===== src/rtl/hpt_pkg.sv =====
// Shared types and constants for the homogeneous point transform.
`default_nettype none

package hpt_pkg;

  localparam int DATA_W = 32;
  localparam int IDX_W  = 4;
  localparam int EPS_W  = 31;
  localparam int DIM    = 4;
  localparam int N_ENTRY = DIM * DIM;
  localparam int LANES  = 3;
  localparam int PROD_W = 2 * DATA_W;
  localparam int PAIR_W = PROD_W + 1;
  localparam int SUM_W  = PROD_W + 2;

  localparam logic signed [DATA_W-1:0] S_MAX = 32'sh7FFF_FFFF;
  localparam logic signed [DATA_W-1:0] S_MIN = 32'sh8000_0000;

  typedef enum logic [1:0] {
    KIND_LOAD   = 2'd0,
    KIND_POINT  = 2'd1,
    KIND_VECTOR = 2'd2,
    KIND_RSVD   = 2'd3
  } kind_t;

  typedef logic signed [DATA_W-1:0] fix_t;

  typedef struct packed {
    kind_t             kind;
    logic [IDX_W-1:0]  entry_index;
    fix_t              entry_value;
    fix_t              x;
    fix_t              y;
    fix_t              z;
    fix_t              w;
  } in_item_t;

  typedef struct packed {
    logic               valid;
    logic               is_point;
    fix_t [DIM-1:0]     r;
    logic               sat;
  } rows_t;

  typedef struct packed {
    logic                          valid;
    logic                          do_div;
    logic [DATA_W-1:0]             absw;
    logic [LANES-1:0]              neg;
    logic [LANES-1:0][DATA_W-1:0]  absc;
    fix_t [DIM-1:0]                r;
    logic                          sat;
  } div_setup_t;

  typedef struct packed {
    logic                          valid;
    logic                          do_div;
    logic [DATA_W-1:0]             absw;
    logic [LANES-1:0]              neg;
    logic [LANES-1:0]              ovf;
    logic [LANES-1:0][DATA_W-1:0]  rem;
    logic [LANES-1:0][DATA_W-1:0]  lo;
    logic [LANES-1:0][DATA_W-1:0]  q;
    fix_t [DIM-1:0]                r;
    logic                          sat;
  } div_st_t;

  typedef struct packed {
    fix_t x;
    fix_t y;
    fix_t z;
    fix_t w;
    logic divided;
    logic saturated;
  } result_t;

endpackage

`default_nettype wire


===== src/rtl/hpt_obuf.sv =====
// Two-entry result buffer that decouples the pipeline from the receiver.
`default_nettype none

module hpt_obuf import hpt_pkg::*; (
  input  logic    clk,
  input  logic    rst_n,
  input  logic    push,
  input  result_t din,
  output logic    space,
  output logic    out_valid,
  input  logic    out_ready,
  output result_t dout
);

  result_t    buf_r [2];
  logic       wr_ptr_r;
  logic       rd_ptr_r;
  logic [1:0] count_r;
  logic       pop;

  assign pop = (count_r != 2'd0) && out_ready;
  assign space = (count_r != 2'd2);
  assign out_valid = (count_r != 2'd0);
  assign dout = buf_r[rd_ptr_r];

  always_ff @(posedge clk) begin
    if (!rst_n) begin
      wr_ptr_r <= 1'b0;
      rd_ptr_r <= 1'b0;
      count_r <= 2'd0;
    end else begin
      if (push) begin
        wr_ptr_r <= ~wr_ptr_r;
      end
      if (pop) begin
        rd_ptr_r <= ~rd_ptr_r;
      end
      if (push && !pop) begin
        count_r <= count_r + 2'd1;
      end else if (pop && !push) begin
        count_r <= count_r - 2'd1;
      end
    end
  end

  always_ff @(posedge clk) begin
    if (push) begin
      buf_r[wr_ptr_r] <= din;
    end
  end

endmodule

`default_nettype wire


===== config.mk =====
export PLATFORM = sky130hd
export DESIGN_NAME = hpt_obuf
export DESIGN_NICKNAME = d
export VERILOG_FILES = /design/src/rtl/hpt_pkg.sv /design/src/rtl/hpt_obuf.sv
export SDC_FILE = /design/constraint.sdc
export NUM_CORES = 1
export LEC_CHECK = 0
export BUFFER_PORTS_ARGS = -buffer_cell sky130_fd_sc_hd__buf_2
export CORE_MARGIN = 3
export CORE_UTILIZATION = 40
export DETAILED_ROUTE_END_ITERATION = 6
export GPL_ROUTABILITY_DRIVEN = 0
export SYNTH_ARGS = -nofsm -noshare
export SYNTH_HDL_FRONTEND = slang
export SYNTH_SLANG_ARGS = --single-unit

===== constraint.sdc =====
create_clock -name clk -period 13.8 [get_ports clk]
set_input_delay 0.69 -clock clk [delete_from_list [all_inputs] [get_ports clk]]
set_output_delay 0.69 -clock clk [all_outputs]
set_load 0.02 [all_outputs]

# Word level (Yosys, flattened, before mapping)
# Memory sizes are Yosys's and may differ from the RTL's. A register that Yosys moved wholly into a read port is not among the register bits.
# Cells that the tools add are included.
# W data, S select, Z words.
[totals] ff_bits=4 mem_bits_rw=260 input_bits=134 output_inout_bits=132 word_cells=22 memories=1
[memory_table] name="buf_r" words=2 word_bits=130 read_ports=1 rd_clocked_by_memory_dff=1 wr=1 line_no="hpt_obuf.sv:15" rtl="result_t buf_r [2];"
[op_classes] addsub=2 n_eq_ne=1 n_mux=6 bitwise=2 n_reduce_logical=7
[ops] cell="$mux W1" n=4
[ops] cell="$mux W2" n=2
[ops] cell="$reduce_bool A2 Y1" n=2
[ops] cell="$logic_and A1 B1 Y1" n=3
[ops] cell="$add A2 B1 Y2 const B" n=1
[ops] cell="$logic_not A1 Y1" n=2
[ops] cell="$ne A2 B2 Y1 const B" n=1
[ops] cell="$not A1 Y1" n=2
[ops] cell="$sub A2 B1 Y2 const B" n=1

# Logic depth before layout (Yosys ltp)
[logic_depth] word_depth=5 ltp_mapped=5

# Least setup slack after synthesis
# OpenSTA, ideal clock, no wires.
[synth_path] path_type="input -> register" from="input port push" to="memory buf_r[0][0] (netlist name), enable pin" setup_ns=0.636 arrival_time_ns=6.355 slack_ns=6.809 path_stages=1 cell_sequence="nor2b_1"
[synth_between] elab_chain_len=2
[synth_rtl] element="start, declared" line_no="hpt_obuf.sv:7" rtl="input logic push,"
[synth_rtl] element="$mux W1" line_no="hpt_obuf.sv:47" rtl="if (push) begin"
[synth_rtl] element="$mux W1 (implied by the code)" line_no="hpt_obuf.sv:48" rtl="buf_r[wr_ptr_r] <= din;"
[synth_rtl] element="end, declared" line_no="hpt_obuf.sv:15"
# Every way passes these cells.

==> results.toml <==
[run_status]
outcome = "finished clean"

[global_routing]
globalRouteTotalUtil_pct = 13.6
grt_pass1_wl_mm = 28.2
grt_pass1_vias = 5322
grt_antenna_before_repair = 0
grt-ovfl-total = 0
grt_max_degree = 83

[floorplanning]
die_h_um = 161
die_w_um = 161
top_level_ports = 266
core_sq_mm = 0.0235
die_area_sq_mm = 0.0260
start_util_pct = 40.9
rows = 56

[worst_setup_path]
worstSetupPathType = "flop to primary output"
timing.rr.end = "buf_r[1][127]"
reg2reg_slack_ns = 11.36
r2r_cells = 2
critPathCaptureType = "primary output"
required_ns = 13.11
cp_max_fo = 66
worstPathArrival_ns = 2.90
reg2reg_from = "wr_ptr_r"
worst_setup_path_start_kind = "flop"

[sta]
slew_headroom_pct = 24.9
layout_setup_ws_ns = 10.21
tns_ns = 0
fmax_mhz = 279
fin_skew_ns = 0.0118
drv_slew = 0
finalCriticalPeriod_ns = 3.59
hold_violations = 0
worst_pin_slew_ns = 1.13
finalCritPeriodShare_pct = 26.0
rsz0062_at_grt = "no"
finalSetupViolCount = 0

[drt]
wl_met3_mm = 1.69
drtIter0Drc = 210
wire_per_inst_um = 17.5
top_layer = "met4"
post-route-drc-count = 0
wl_met1_mm = 7.25
viasPerCell = 4.66
routed_wl_mm = 18.4
vias = 4901
met2WireLength_mm = 9.22
ant_nets = 0
dr.pass1.iters = 4

[finish]
final_cells = 1052
drive_gt1_share_pct = 60.2
syn_to_final_growth_pct = 26.2
diodes = 0
nets = 846

[placement]
place_ws_ns = 10.67
port_buffers = 265
dpl.hpwl_mm = 12.2
dpl.cell_count = 1000

[synth]
async_reset_ff_share_pct = 0
ys.flop_type = "edfxtp_1"
synth_common_cells = "edfxtp_1 (260), mux2_2 (130), buf_6 (10)"
yosysMostFrequentCell = "edfxtp_1"
synth_seq_cells = 265
synth-seq-area-share_pct = 82.1
synth_cell_types = 18
synthTopCellsByArea = "edfxtp_1 (81%), mux2_2 (15%), buf_6 (1.2%), dfxtp_1 (1.0%), and2_1 (0.26%)"
yosys.area.top_type_share_pct = 81.1
syn_area_sq_mm = 0.00963
synth_cells = 426
synth.avg_cell_area_sq_um = 22.6
synth_nets = 561
synth-edff-count = 260
yosysWarnings = 0
yosysTopAreaCell = "edfxtp_1"

[hold_path]
hold_start = "din[111]"
min_to = "buf_r[1][111]"
holdPathStages = 1
hold_path_class = "input pin to flop"

[clock_network]
cts_buffer_depth = 3
path_clk_slew_ns = 0.06
cts_resized = 0
clk-insertion-delay-late_ns = 0.52
cts_hold_buf = 0
root_buffer = "clkbuf_16"
htreeDepth = 1
cts_tree = "built"
cts_buffers = 28
cts_sinks = 265
postCtsSetupBuffers = 0

[pwr]
power_density_mw_per_mm2 = 179
pwr-share-comb_pct = 22.6
clkPwrFrac_pct = 32.5
p_int_mw = 1.57
switchingPower_uw = 604
pwr-share-seq_pct = 44.9
swShare_pct = 27.7
leakage_nw = 4.50
ir_drop_mv = 0.108

[flow_run]
drv_cap = 0
-- layout by cell type, fill, tap and decap left out --
cell / synthesis / final
and2_4: 0 / 1
xor2_1: 1 / 1
nor2b_1: 2 / 1
clkinv_4: 0 / 2
dfxtp_1: 5 / 4
edfxtp_1: 260 / 260
clkinvlp_4: 0 / 2
or2_2: 1 / 1
xnor2_1: 2 / 2
and2_1: 4 / 3
dfxtp_4: 0 / 1
clkinv_2: 0 / 3
buf_4: 1 / 4
buf_2: 3 / 265
o21a_1: 1 / 1
nor2b_4: 0 / 1
o21ai_0: 1 / 1
clkinv_1: 0 / 7
clkbuf_1: 0 / 7
or3_1: 1 / 1
o21ai_1: 1 / 1
ha_1: 1 / 1
clkbuf_16: 0 / 29
a21boi_1: 1 / 1
nand2b_1: 1 / 1
mux2_2: 130 / 130
bufinv_16: 0 / 2
-- critical path, cell delays in order (launching register included) --
cell     delay, ns
dfxtp_4       0.89
buf_4         0.78
mux2_2        0.45
buf_2         0.17
-- routing by layer --
layer / track usage, % / up-vias
met5: 0 / -
met4: 3.32 / 0
met3: 4.98 / 24
met2: 24.2 / 189
met1: 15.8 / 2417
li1: - / 2271
-- flip-flops by register name, indices dropped and copies added, names as in the netlist, named ones only --
signal / count
count_r: 2
buf_r: 260
rd_ptr_r: 1
wr_ptr_r: 1
-- layout make-up --
class,instances,area (sq um)
clock buffers,36,752
repair buffers,269,1360
fillers,1941,11400
multi-input cells,147,1590
clock inverters,16,134
well taps,319,399
flip-flops and latches,265,7910
-- stage by stage --
| stage | power [mW] | utilization (%) | hold slack (ns) | instance area, sq um |
|---|---|---|---|---|
| 2_1_floorplan | 1.36 | - | 0.479 | 9630 |
| 3_3_place_gp | 1.49 | 47.8 | 0.493 | 11300 |
| 3_5_place_dp | 1.50 | 47.8 | 0.517 | 11300 |
| 4_1_cts | 2.21 | 51.6 | 0.325 | 12100 |
| 5_1_grt | 2.28 | 51.6 | 0.322 | 12100 |
| 6_report | 2.18 | 51.6 | 0.354 | 12100 |
-- logic make-up (layout without fill, tap and decap cells) --
| kind of cell | after synthesis | after routing | synth area share [%] |
|---|---|---|---|
| compound gates | 4 | 4 | 0.260 |
| fa+ha+maj | 1 | 1 | 0.130 |
| flops | 265 | 265 | 82.1 |
| mux | 130 | 130 | 15.2 |
| buf+inv | 14 | 321 | 1.40 |
| simple gates | 9 | 9 | 0.585 |
| xor+xnor | 3 | 3 | 0.273 |
-- power by group through the flow --
stage | clock [mW] | sequential, mW | combinational (mW)
after global placement | 0 | 0.995 | 0.493
final | 0.707 | 0.978 | 0.493
after floorplan | 0 | 0.967 | 0.390
after detailed placement | 0 | 0.998 | 0.500
after CTS | 0.728 | 0.981 | 0.502
after global routing | 0.765 | 0.986 | 0.524
-- how the worst max path moves through the flow --
| stage | slack (ns) | cells after the start | to |
|---|---|---|---|
| after detailed placement | 10.67 | 3 | dout[7] |
| after global routing | 10.03 | 3 | dout[24] |
| final | 10.21 | 3 | dout[99] |
| after floorplan | 6.81 | 1 | buf_r[0][0] |
| after CTS | 10.12 | 3 | dout[7] |
| after global placement | 10.72 | 3 | dout[7] |
Power figures use the tool's default switching activity.
